File: src/hw/rtl/sha1he_pkg.sv
// ----------------------------------------------------------------------------
// sha1he_pkg
// types, codes and constants shared by the sha1 hash engine modules
// ----------------------------------------------------------------------------
package sha1he_pkg;

  localparam int unsigned NUM_CHAIN  = 5;
  localparam int unsigned NUM_SCHED  = 16;
  localparam int unsigned NUM_ROUNDS = 80;

  localparam logic [7:0] PAD_BYTE = 8'h80;
  localparam logic [5:0] LEN_POS  = 6'd55;
  localparam logic [5:0] END_POS  = 6'd63;
  localparam logic [2:0] LAST_IDX = 3'd4;

  localparam logic [31:0] IV_WORDS [NUM_CHAIN] = '{
    32'h67452301, 32'hEFCDAB89, 32'h98BADCFE, 32'h10325476, 32'hC3D2E1F0
  };

  localparam logic [31:0] K_WORDS [4] = '{
    32'h5A827999, 32'h6ED9EBA1, 32'h8F1BBCDC, 32'hCA62C1D6
  };

  typedef enum logic [2:0] {
    ST_IDLE,
    ST_PAD,
    ST_LEN,
    ST_WINIT,
    ST_ROUND,
    ST_CADD
  } state_t;

  typedef enum logic [2:0] {
    OP_NONE,
    OP_INSERT,
    OP_WINIT,
    OP_ROUND,
    OP_CADD,
    OP_FINAL
  } op_t;

  typedef enum logic [1:0] {
    BSEL_IN,
    BSEL_PAD80,
    BSEL_ZERO,
    BSEL_LEN
  } bsel_t;

  typedef struct packed {
    op_t   op;
    bsel_t bsel;
    logic  count;
  } cmd_t;

  typedef struct packed {
    logic pos_end;
    logic pos_len;
    logic rnd_last;
    logic out_busy;
  } stat_t;

endpackage

File: src/hw/rtl/sha1he_ctrl.sv
// ----------------------------------------------------------------------------
// sha1he_ctrl
// sequencer: byte intake, padding, length, compression and digest hand-off
// ----------------------------------------------------------------------------
module sha1he_ctrl (
  input  logic               clk,
  input  logic               rst_n,
  input  logic               in_valid,
  input  logic               in_byte_valid,
  input  logic               in_last_item,
  output logic               in_stall,
  input  sha1he_pkg::stat_t  stat,
  output sha1he_pkg::cmd_t   cmd
);

  sha1he_pkg::state_t state_r, state_nxt;
  logic last_pend_r, last_pend_nxt;
  logic pad_first_r, pad_first_nxt;
  logic final_r, final_nxt;

  always_ff @(posedge clk) begin
    if (!rst_n) begin
      state_r     <= sha1he_pkg::ST_IDLE;
      last_pend_r <= 1'b0;
      pad_first_r <= 1'b0;
      final_r     <= 1'b0;
    end else begin
      state_r     <= state_nxt;
      last_pend_r <= last_pend_nxt;
      pad_first_r <= pad_first_nxt;
      final_r     <= final_nxt;
    end
  end

  // next state
  always_comb begin
    state_nxt     = state_r;
    last_pend_nxt = last_pend_r;
    pad_first_nxt = pad_first_r;
    final_nxt     = final_r;
    unique case (state_r)
      sha1he_pkg::ST_IDLE: begin
        if (in_valid) begin
          if (in_byte_valid && stat.pos_end) begin
            state_nxt     = sha1he_pkg::ST_WINIT;
            last_pend_nxt = in_last_item;
            pad_first_nxt = 1'b1;
          end else if (in_last_item) begin
            state_nxt     = sha1he_pkg::ST_PAD;
            last_pend_nxt = 1'b1;
            pad_first_nxt = 1'b1;
          end
        end
      end
      sha1he_pkg::ST_PAD: begin
        pad_first_nxt = 1'b0;
        if (stat.pos_end) begin
          state_nxt = sha1he_pkg::ST_WINIT;
        end else if (stat.pos_len) begin
          state_nxt = sha1he_pkg::ST_LEN;
        end
      end
      sha1he_pkg::ST_LEN: begin
        if (stat.pos_end) begin
          state_nxt = sha1he_pkg::ST_WINIT;
          final_nxt = 1'b1;
        end
      end
      sha1he_pkg::ST_WINIT: begin
        state_nxt = sha1he_pkg::ST_ROUND;
      end
      sha1he_pkg::ST_ROUND: begin
        if (stat.rnd_last) begin
          state_nxt = sha1he_pkg::ST_CADD;
        end
      end
      sha1he_pkg::ST_CADD: begin
        if (final_r) begin
          if (!stat.out_busy) begin
            state_nxt     = sha1he_pkg::ST_IDLE;
            final_nxt     = 1'b0;
            last_pend_nxt = 1'b0;
          end
        end else if (last_pend_r) begin
          state_nxt = sha1he_pkg::ST_PAD;
        end else begin
          state_nxt = sha1he_pkg::ST_IDLE;
        end
      end
      default: begin
        state_nxt = sha1he_pkg::ST_IDLE;
      end
    endcase
  end

  // outputs
  always_comb begin
    in_stall  = 1'b1;
    cmd.op    = sha1he_pkg::OP_NONE;
    cmd.bsel  = sha1he_pkg::BSEL_IN;
    cmd.count = 1'b0;
    unique case (state_r)
      sha1he_pkg::ST_IDLE: begin
        in_stall = 1'b0;
        if (in_valid && in_byte_valid) begin
          cmd.op    = sha1he_pkg::OP_INSERT;
          cmd.count = 1'b1;
        end
      end
      sha1he_pkg::ST_PAD: begin
        cmd.op   = sha1he_pkg::OP_INSERT;
        cmd.bsel = pad_first_r ? sha1he_pkg::BSEL_PAD80 : sha1he_pkg::BSEL_ZERO;
      end
      sha1he_pkg::ST_LEN: begin
        cmd.op   = sha1he_pkg::OP_INSERT;
        cmd.bsel = sha1he_pkg::BSEL_LEN;
      end
      sha1he_pkg::ST_WINIT: begin
        cmd.op = sha1he_pkg::OP_WINIT;
      end
      sha1he_pkg::ST_ROUND: begin
        cmd.op = sha1he_pkg::OP_ROUND;
      end
      sha1he_pkg::ST_CADD: begin
        if (!final_r) begin
          cmd.op = sha1he_pkg::OP_CADD;
        end else if (!stat.out_busy) begin
          cmd.op = sha1he_pkg::OP_FINAL;
        end
      end
      default: begin
        in_stall = 1'b1;
      end
    endcase
  end

endmodule

File: src/hw/rtl/sha1he_dpath.sv
// ----------------------------------------------------------------------------
// sha1he_dpath
// byte packing, message schedule line, round unit, chaining and digest buffer
// ----------------------------------------------------------------------------
module sha1he_dpath (
  input  logic               clk,
  input  logic               rst_n,
  input  sha1he_pkg::cmd_t   cmd,
  output sha1he_pkg::stat_t  stat,
  input  logic [7:0]         in_data_byte,
  output logic               out_valid,
  input  logic               out_stall,
  output logic [31:0]        out_digest_word,
  output logic [2:0]         out_word_index,
  output logic               out_last_word
);

  localparam int unsigned NC = sha1he_pkg::NUM_CHAIN;
  localparam int unsigned NS = sha1he_pkg::NUM_SCHED;

  logic [31:0] chain_r [NC];
  logic [31:0] wk_r    [NC];
  logic [31:0] dig_r   [NC];
  logic [31:0] line_r  [NS];
  logic [23:0] acc_r;
  logic [5:0]  pos_r;
  logic [63:0] bits_r;
  logic [6:0]  rnd_r;
  logic        dvld_r;
  logic [2:0]  didx_r;

  logic [7:0]  ins_byte;
  logic [63:0] len_shift;
  logic [1:0]  grp;
  logic [31:0] f_val;
  logic [31:0] tmp;
  logic [31:0] sched_x;
  logic [31:0] sched_new;
  logic        out_take;

  // length bytes go out most significant first at positions 56..63
  assign len_shift = bits_r >> {~pos_r[2:0], 3'b000};

  always_comb begin
    unique case (cmd.bsel)
      sha1he_pkg::BSEL_IN:    ins_byte = in_data_byte;
      sha1he_pkg::BSEL_PAD80: ins_byte = sha1he_pkg::PAD_BYTE;
      sha1he_pkg::BSEL_ZERO:  ins_byte = 8'h00;
      sha1he_pkg::BSEL_LEN:   ins_byte = len_shift[7:0];
      default:                ins_byte = 8'h00;
    endcase
  end

  // round function
  always_comb begin
    priority if (rnd_r < 7'd20) begin
      grp = 2'd0;
    end else if (rnd_r < 7'd40) begin
      grp = 2'd1;
    end else if (rnd_r < 7'd60) begin
      grp = 2'd2;
    end else begin
      grp = 2'd3;
    end
    unique case (grp)
      2'd0:    f_val = (wk_r[1] & wk_r[2]) | (~wk_r[1] & wk_r[3]);
      2'd2:    f_val = (wk_r[1] & wk_r[2]) | (wk_r[1] & wk_r[3]) | (wk_r[2] & wk_r[3]);
      default: f_val = wk_r[1] ^ wk_r[2] ^ wk_r[3];
    endcase
  end

  assign tmp = {wk_r[0][26:0], wk_r[0][31:27]} + f_val + wk_r[4] + line_r[0]
             + sha1he_pkg::K_WORDS[grp];

  // window holds w[t..t+15], the word shifted in is w[t+16]
  assign sched_x   = line_r[13] ^ line_r[8] ^ line_r[2] ^ line_r[0];
  assign sched_new = {sched_x[30:0], sched_x[31]};

  assign out_take = dvld_r && !out_stall;

  // control and chaining state
  always_ff @(posedge clk) begin
    if (!rst_n) begin
      for (int i = 0; i < NC; i++) begin
        chain_r[i] <= sha1he_pkg::IV_WORDS[i];
      end
      pos_r  <= '0;
      bits_r <= '0;
      rnd_r  <= '0;
      dvld_r <= 1'b0;
      didx_r <= '0;
    end else begin
      unique case (cmd.op)
        sha1he_pkg::OP_INSERT: begin
          pos_r <= pos_r + 6'd1;
          if (cmd.count) begin
            bits_r <= bits_r + 64'd8;
          end
        end
        sha1he_pkg::OP_WINIT: begin
          rnd_r <= '0;
        end
        sha1he_pkg::OP_ROUND: begin
          rnd_r <= rnd_r + 7'd1;
        end
        sha1he_pkg::OP_CADD: begin
          for (int i = 0; i < NC; i++) begin
            chain_r[i] <= chain_r[i] + wk_r[i];
          end
        end
        sha1he_pkg::OP_FINAL: begin
          for (int i = 0; i < NC; i++) begin
            chain_r[i] <= sha1he_pkg::IV_WORDS[i];
          end
          bits_r <= '0;
        end
        default: begin
        end
      endcase
      if (cmd.op == sha1he_pkg::OP_FINAL) begin
        dvld_r <= 1'b1;
        didx_r <= '0;
      end else if (out_take) begin
        didx_r <= didx_r + 3'd1;
        if (didx_r == sha1he_pkg::LAST_IDX) begin
          dvld_r <= 1'b0;
        end
      end
    end
  end

  // payload: packing, schedule line, working words, digest buffer
  always_ff @(posedge clk) begin
    unique case (cmd.op)
      sha1he_pkg::OP_INSERT: begin
        acc_r <= {acc_r[15:0], ins_byte};
        if (pos_r[1:0] == 2'd3) begin
          for (int i = 0; i < NS - 1; i++) begin
            line_r[i] <= line_r[i+1];
          end
          line_r[NS-1] <= {acc_r, ins_byte};
        end
      end
      sha1he_pkg::OP_WINIT: begin
        for (int i = 0; i < NC; i++) begin
          wk_r[i] <= chain_r[i];
        end
      end
      sha1he_pkg::OP_ROUND: begin
        for (int i = 0; i < NS - 1; i++) begin
          line_r[i] <= line_r[i+1];
        end
        line_r[NS-1] <= sched_new;
        wk_r[0] <= tmp;
        wk_r[1] <= wk_r[0];
        wk_r[2] <= {wk_r[1][1:0], wk_r[1][31:2]};
        wk_r[3] <= wk_r[2];
        wk_r[4] <= wk_r[3];
      end
      default: begin
      end
    endcase
    if (cmd.op == sha1he_pkg::OP_FINAL) begin
      for (int i = 0; i < NC; i++) begin
        dig_r[i] <= chain_r[i] + wk_r[i];
      end
    end else if (out_take) begin
      for (int i = 0; i < NC - 1; i++) begin
        dig_r[i] <= dig_r[i+1];
      end
    end
  end

  assign stat.pos_end  = (pos_r == sha1he_pkg::END_POS);
  assign stat.pos_len  = (pos_r == sha1he_pkg::LEN_POS);
  assign stat.rnd_last = (rnd_r == 7'(sha1he_pkg::NUM_ROUNDS - 1));
  assign stat.out_busy = dvld_r;

  assign out_valid       = dvld_r;
  assign out_digest_word = dig_r[0];
  assign out_word_index  = didx_r;
  assign out_last_word   = (didx_r == sha1he_pkg::LAST_IDX);

endmodule

File: src/hw/rtl/sha1_hash_engine_top.sv
// ----------------------------------------------------------------------------
// sha1_hash_engine_top
// sha-1 (160-bit digest) over a byte stream, one message byte per input word
// ----------------------------------------------------------------------------
// Usage: each input word carries one message byte (in_byte_valid high) or
// nothing, and in_last_item ends the message. Bytes are accepted one per
// cycle until 64 have been packed; the block then stalls for one load, 80
// rounds at one round per cycle through the single round unit, and one
// chaining add. On the last word the padding bytes and the eight length
// bytes go through the same byte path at one per cycle while no block is
// being compressed, followed by one or two compressions. The five digest
// words then leave from an output buffer, most significant word first, one
// per cycle while out_stall is low; the next message can stream in while
// they drain. Only the final hand-off into that buffer waits for it to
// empty. No clearing pass is needed after reset.
// ----------------------------------------------------------------------------
module sha1_hash_engine_top (
  input  logic        clk,
  input  logic        rst_n,
  // input words
  input  logic        in_valid,
  output logic        in_stall,
  input  logic [7:0]  in_data_byte,
  input  logic        in_byte_valid,
  input  logic        in_last_item,
  // digest words
  output logic        out_valid,
  input  logic        out_stall,
  output logic [31:0] out_digest_word,
  output logic [2:0]  out_word_index,
  output logic        out_last_word
);

  // commands from the sequencer, status back from the datapath
  sha1he_pkg::cmd_t  cmd;
  sha1he_pkg::stat_t stat;

  // sequencer: owns the handshake on the input side and all step ordering
  sha1he_ctrl u_ctrl (
    .clk           (clk),
    .rst_n         (rst_n),
    .in_valid      (in_valid),
    .in_byte_valid (in_byte_valid),
    .in_last_item  (in_last_item),
    .in_stall      (in_stall),
    .stat          (stat),
    .cmd           (cmd)
  );

  // datapath: packing, schedule, round unit, chaining words, digest buffer
  sha1he_dpath u_dpath (
    .clk             (clk),
    .rst_n           (rst_n),
    .cmd             (cmd),
    .stat            (stat),
    .in_data_byte    (in_data_byte),
    .out_valid       (out_valid),
    .out_stall       (out_stall),
    .out_digest_word (out_digest_word),
    .out_word_index  (out_word_index),
    .out_last_word   (out_last_word)
  );

endmodule

File: config.mk
export PLATFORM = sky130hd
export DESIGN_NAME = sha1_hash_engine_top
export DESIGN_NICKNAME = d
export VERILOG_FILES = /design/src/hw/rtl/sha1he_pkg.sv /design/src/hw/rtl/sha1he_ctrl.sv /design/src/hw/rtl/sha1he_dpath.sv /design/src/hw/rtl/sha1_hash_engine_top.sv
export SDC_FILE = /design/constraint.sdc
export NUM_CORES = 2
export LEC_CHECK = 0
export CAP_MARGIN = 5
export CORE_MARGIN = 10
export CORE_UTILIZATION = 53
export DETAILED_ROUTE_END_ITERATION = 12
export DONT_BUFFER_PORTS = 1
export PLACE_DENSITY = 0.68
export SLEW_MARGIN = 10
export SYNTH_ARGS = -nofsm -noshare
export SYNTH_HDL_FRONTEND = slang
export SYNTH_SLANG_ARGS = --single-unit
export TNS_END_PERCENT = 30
File: constraint.sdc
create_clock -name clk -period 28.4 [get_ports clk]
set_clock_uncertainty 0.2 [all_clocks]
set_input_delay 0 -clock clk [delete_from_list [all_inputs] [get_ports clk]]
set_output_delay 0 -clock clk [all_outputs]
set_load 0.1 [all_outputs]
; ---- Yosys cells after proc, flatten, opt, wreduce, memory -nomap -nowiden
; Memories as Yosys holds them, arrays and structs flattened.
; Index checks and enable logic that the tools add are counted.
; W data, S select, Z words.
[word_totals]
wordCells = 233
reg_bits = 111
mem_bits_rw = 992
out_inout_bits = 38
inputBits = 14
mem_count = 4
[mem_list]
columns = name, words, word_bits, read_ports, rd_clocked_by_memory_dff, wr, line_no
row1 = u_dpath.line_r, 16, 32, 16, 0, 16, sha1he_dpath.sv:24  ; logic [31:0] line_r [NS];
row2 = u_dpath.chain_r, 5, 32, 5, 0, 5, sha1he_dpath.sv:21  ; logic [31:0] chain_r [NC];
row3 = u_dpath.dig_r, 5, 32, 5, 0, 5, sha1he_dpath.sv:23  ; logic [31:0] dig_r [NC];
row4 = u_dpath.wk_r, 5, 32, 5, 0, 5, sha1he_dpath.sv:22  ; logic [31:0] wk_r [NC];
[classes]
n_mux = 100
bitwise = 51
n_shift = 1
n_lt_le_gt_ge = 4
n_reduce_logical = 22
eq_ne = 28
n_addsub = 13
[op_table]
columns = operator, n
row1 = $mux W32, 37
row2 = $add A32 B32 Y32, 9
row3 = $xor A32 B32 Y32, 5
row4 = $and A32 B32 Y32, 4
row5 = $pmux W64 S2, 1
row6 = $or A32 B32 Y32, 3
row7 = $add A64 B4 Y64 const B, 1
row8 = $bmux W32 S2, 1
row9 = $mux W64, 1
row10 = $pmux W32 S2, 1
row11 = $shr A64 B6 Y8, 1
row12 = $mux W1, 37
row13 = $or A1 B1 Y1, 35
row14 = $mux W3, 11
row15 = $not A32 Y32, 1
row16 = $pmux W8 S4, 1
row17 = $pmux W3 S6, 1
row18 = $eq A3 B3 Y1 const B, 5
row19 = $pmux W3 S5, 1
row20 = $lt A7 B6 Y1 const B, 2
row21 = $pmux W7 S2, 1
row22 = $reduce_bool A2 Y1, 7
row23 = $eq A3 B2 Y1 const B, 4
row24 = $eq A6 B6 Y1 const B, 2
row25 = 28 further kinds, 47

; ---- Logic depth before layout (Yosys ltp)
[logic_depth]
depth_word = 11
mapped_depth = 27
ltp_nobuf = 24

; ---- By module
; From an unflattened synthesis, not the netlist that was laid out.
[hier_totals]
hier_cells = 4431
area_unflattened_um2 = 53597.7
[modules_own_cells]
columns = mod, area_each_um2, n_inst, cells_per_inst
row1 = sha1he_dpath, 53144.7, 1, 4366
row2 = sha1he_ctrl, 452.9, 1, 65

; ---- Worst setup path before layout
; OpenSTA, ideal clock, no wires.
[synth_timing]
kind = reg-to-reg
start = register u_ctrl.state_r[1]
end = memory u_dpath.line_r[0][0] (enable)
n_path_buf = 3
slack_ns = 13.720
t_required_ns = 27.299
setup_ns = 0.901
path_stages_with_launch = 8
t_arrival_ns = 13.579
path_cell_list = dfxtp_1 > clkbuf_1 > a21oi_1 > a21boi_1 > nand2_1 > clkbuf_1 > clkbuf_1 > nand2_1
[synth_lines]
columns = item, line_no
row1 = start: declaration, sha1he_ctrl.sv:16  ; sha1he_pkg::state_t state_r, state_nxt;
row2 = start signal: assignment, sha1he_ctrl.sv:23  ; state_r <= sha1he_pkg::ST_IDLE;
row3 = start signal: assignment, sha1he_ctrl.sv:28  ; state_r <= state_nxt;
row4 = end: declaration, sha1he_dpath.sv:24

==> run summary <==
CP peak stage delay -> 0.94 ns
Worst Path Arrival -> 7.87 ns
1st-iter DRT viols -> 3,368
Worst vdd ir -> 0.0612 mV
Status -> complete, no violations
CTS tree -> yes
I/O Buffers -> 0
Hold Violations, Final -> 0
Setup bufs post-CTS -> 0
Worst Max-Slew Pin Slew -> 1.24 ns
Drt first pass iters -> 6
Final setup margin -> 20.78 ns
Hold WC Path Type -> input port to flip-flop
Tcrit/Tclk final -> 26.8%
Vias in the first global route -> 32.7k
RePlAce Congestion -> 0.971
Final Core Density -> 58.9%
Internal power -> 0.00307 W
Met3 usage -> 4.58%
Core Region -> 100,000 sq um
First-pass GRT wire length -> 199 mm
Die X -> 338 um
Synthesis warning total -> 0
Final Setup Violations -> 0
H-tree Lvls -> 3
Die Area -> 114,000 sq um
Critical Path Sink Type -> flip-flop
Min Tclk post-route -> 7.62 ns
CTS Sinks -> 1,100
HPWL after detailed placement -> 90.9 mm
Clk slew on worst S/H paths -> 0.06 ns
Power Dens Cells -> 71.8 nW/um^2
Slew Limit Fails -> 0
Initial antenna violation count -> 7
Post-synth cell types -> 85
CTS root buf -> clkbuf_16
Area growth syn-to-layout -> 10.1%
Top FF cell, synth -> edfxtp_1
CTS buffer count -> 111
Vias/cell -> 5.80
Clk_lat worst skew -> 0.72 ns
Commonest non-fill, non-tap cell in the layout -> edfxtp_1
Cell family with most CP delay -> adder cells
Total grt overflow -> 0
Worst setup SP type -> flip-flop
Met1 GRT Util -> 32.4%
Post-cts resize count -> 0
Syn_nets -> 4,767
Synth Area per Inst -> 12.1 sq um
Met2 usage -> 32.8%
Leak -> 21.5 nW
Final wirelength -> 131 mm
RSZ-0062 raised after global routing -> false
Die H -> 338 um
Crit-path cells -> o21ai_0 > and2_1 > inv_1 > nand2_1 > buf_4 > nor2_1 > nor2_1 > fa_1 > fa_1 > fa_1 > inv_1 > ha_1 > inv_1 > fa_1 > nor2b_1 > o21ai_0 > a21o_1 > a21oi_2 > nor2_1 > o21ba_2 > o41ai_2 > mux2i_1 > nand3_1
Seq/Total Area, Yosys -> 60.0%
CP Class -> flip-flop to flip-flop
Switch Pwr -> 0.00117 W
# rows -> 116
Part of the power in the clock network -> 36.5%
Post-synth ARST share -> 0%
Worst path slowest cell -> and2_1
Max transition margin -> 16.9%
Top Usage Layer GRT -> met2
Buf+Inv Stages, Crit Path -> 4
Sw Share -> 27.5%
Maximum capacitance violations -> 0
Seq pwr share -> 46.2%
Max Root-Sink Buffers -> 3
Vias -> 34.2k
Final #Nets -> 4,769
Most frequent cells in the layout -> edfxtp_1 (1,016), nand2_1 (596), o21ai_0 (352)
Mapped cell area -> 53,700 sq um
Post-place setup slack -> 20.97 ns
Average wire per standard cell -> 22.3 um
Number of cells produced by synthesis -> 4,432
Share of cells above drive strength 1 -> 6.09%
Post-synth EDFFs -> 1,016
DR DRC count -> 0
I/O pins -> 52
Largest net degree at the start of global routing -> 208
Most numerous cell on the critical path -> fa_1
Final TNS setup -> 0 ns
CTS Hold Bufs -> 19
Tot GR Track Use -> 22.3%
Post-route ant nets -> 0
Max Clk Rate -> 131 MHz
Seq cells post-synth -> 1,100
Initial Utilization -> 53.5%
CP max FO -> 33
Combinational share of power -> 17.3%
Crit path required time -> 28.65 ns
-- kinds of logic (layout without fill, tap and decap cells) --
logic type                 count (synthesis)  after routing  share of synthesized area [%]
buffers and inverters                    471            570                           3.53
adders and majority gates                321            321                           9.23
DFF                                     1100           1100                           60.0
xor gates and xnor gates                 310            310                           5.07
other                                      0              3                              0
AOI/OAI and AO/OA                        930            930                           10.6
and+or+nand+nor                         1255           1255                           10.5
muxes                                     45             45                           1.14
-- worst paths after layout --
kind / startpoint / cells after the start / slack (ns) / end
hold reg to reg: u_dpath.line_r[0][46]$_DFFE_PP_ / 0 / 0.21 / u_dpath.line_r[0][14]$_DFFE_PP_
hold / removal: in_data_byte[1] / 3 / 0.04 / u_dpath.acc_r[1]$_DFFE_PN_
setup / recovery: u_dpath.rnd_r[2]$_SDFFE_PN0P_ / 23 / 20.78 / u_dpath.wk_r[0][31]$_DFFE_PP_
setup reg to reg: u_dpath.rnd_r[2]$_SDFFE_PN0P_ / 23 / 20.78 / u_dpath.wk_r[0][31]$_DFFE_PP_
-- worst reg2reg max path, cell delays in order, from the launching register on --
cell and delay, ns:
dfxtp_1 0.37, o21ai_0 0.18, and2_1 0.94, inv_1 0.75, nand2_1 0.23, buf_4 0.42
nor2_1 0.08, nor2_1 0.13, fa_1 0.45, fa_1 0.57, fa_1 0.43, inv_1 0.07
ha_1 0.20, inv_1 0.07, fa_1 0.41, nor2b_1 0.12, o21ai_0 0.11, a21o_1 0.25
a21oi_2 0.24, nor2_1 0.16, o21ba_2 0.28, o41ai_2 0.44, mux2i_1 0.23, nand3_1 0.08
-- state kept, by name (all words and copies together) (netlist names), 3 cells and up --
name	flops
u_dpath.rnd_r	7
u_dpath.out_word_index	3
u_dpath.line_r	512
u_dpath.pos_r	6
u_dpath.chain_r	160
u_dpath.wk_r	160
u_dpath.acc_r	24
u_dpath.bits_r	61
u_dpath.dig_r	160
u_ctrl.state_r	3
-- power by group through the flow --
stage	clock network, W	logic [W]	registers, W
after detailed placement	0	0.000714	0.00199
after global placement	0	0.000706	0.00199
final	0.00155	0.000736	0.00196
after global routing	0.00164	0.000817	0.00196
after CTS	0.00157	0.000727	0.00196
after floorplan	0	0.000539	0.00201
-- cell usage after synthesis (33+ instances only) --
library cell	number	area share (%)
a21o_1	83	1.2
a21oi_1	224	2.1
a31oi_1	35	0.41
and2_1	37	0.43
buf_4	33	0.46
clkbuf_1	114	0.80
dfxtp_1	84	3.1
edfxtp_1	1016	57
fa_1	125	4.7
ha_1	196	4.6
inv_1	307	2.1
nand2_1	602	4.2
nand2b_1	45	0.52
nand3_1	66	0.62
nor2_1	293	2.0
nor2b_1	33	0.38
nor3_1	39	0.36
o21a_1	39	0.55
o21ai_0	353	3.3
xnor2_1	201	3.3
xor2_1	108	1.8
-- through the flow --
| stage | power (W) | cells | hold slack [ns] | cell area (sq um) |
|---|---|---|---|---|
| final | 0.00424 | 5891 | 0.0434 | 59100 |
| after global routing | 0.00442 | 5891 | 0.0167 | 59100 |
| after CTS | 0.00426 | 5888 | 0.000171 | 59100 |
| after detailed placement | 0.00270 | 5659 | -0.0590 | 55000 |
| after global placement | 0.00269 | 5659 | -0.0647 | 55000 |
| after floorplan | 0.00254 | 4432 | 0.0228 | 53700 |
-- metal layers --
metal,up-vias,share of wire (%)
met5,-,0.11
met4,2,3.9
met3,246,7.5
met2,1225,43
met1,16906,45
li1,15817,-
-- cell type report --
type	instances	area (sq um)
fill	8105	41200
sequential	1100	32200
multi-input combinational	2861	19700
clock buffer	130	2870
tap	1357	1700
inverter	307	1150
clock inverter	80	1010
timing repair buffer	53	483
antenna	3	7.51
(Power assumes the default switching activity.)
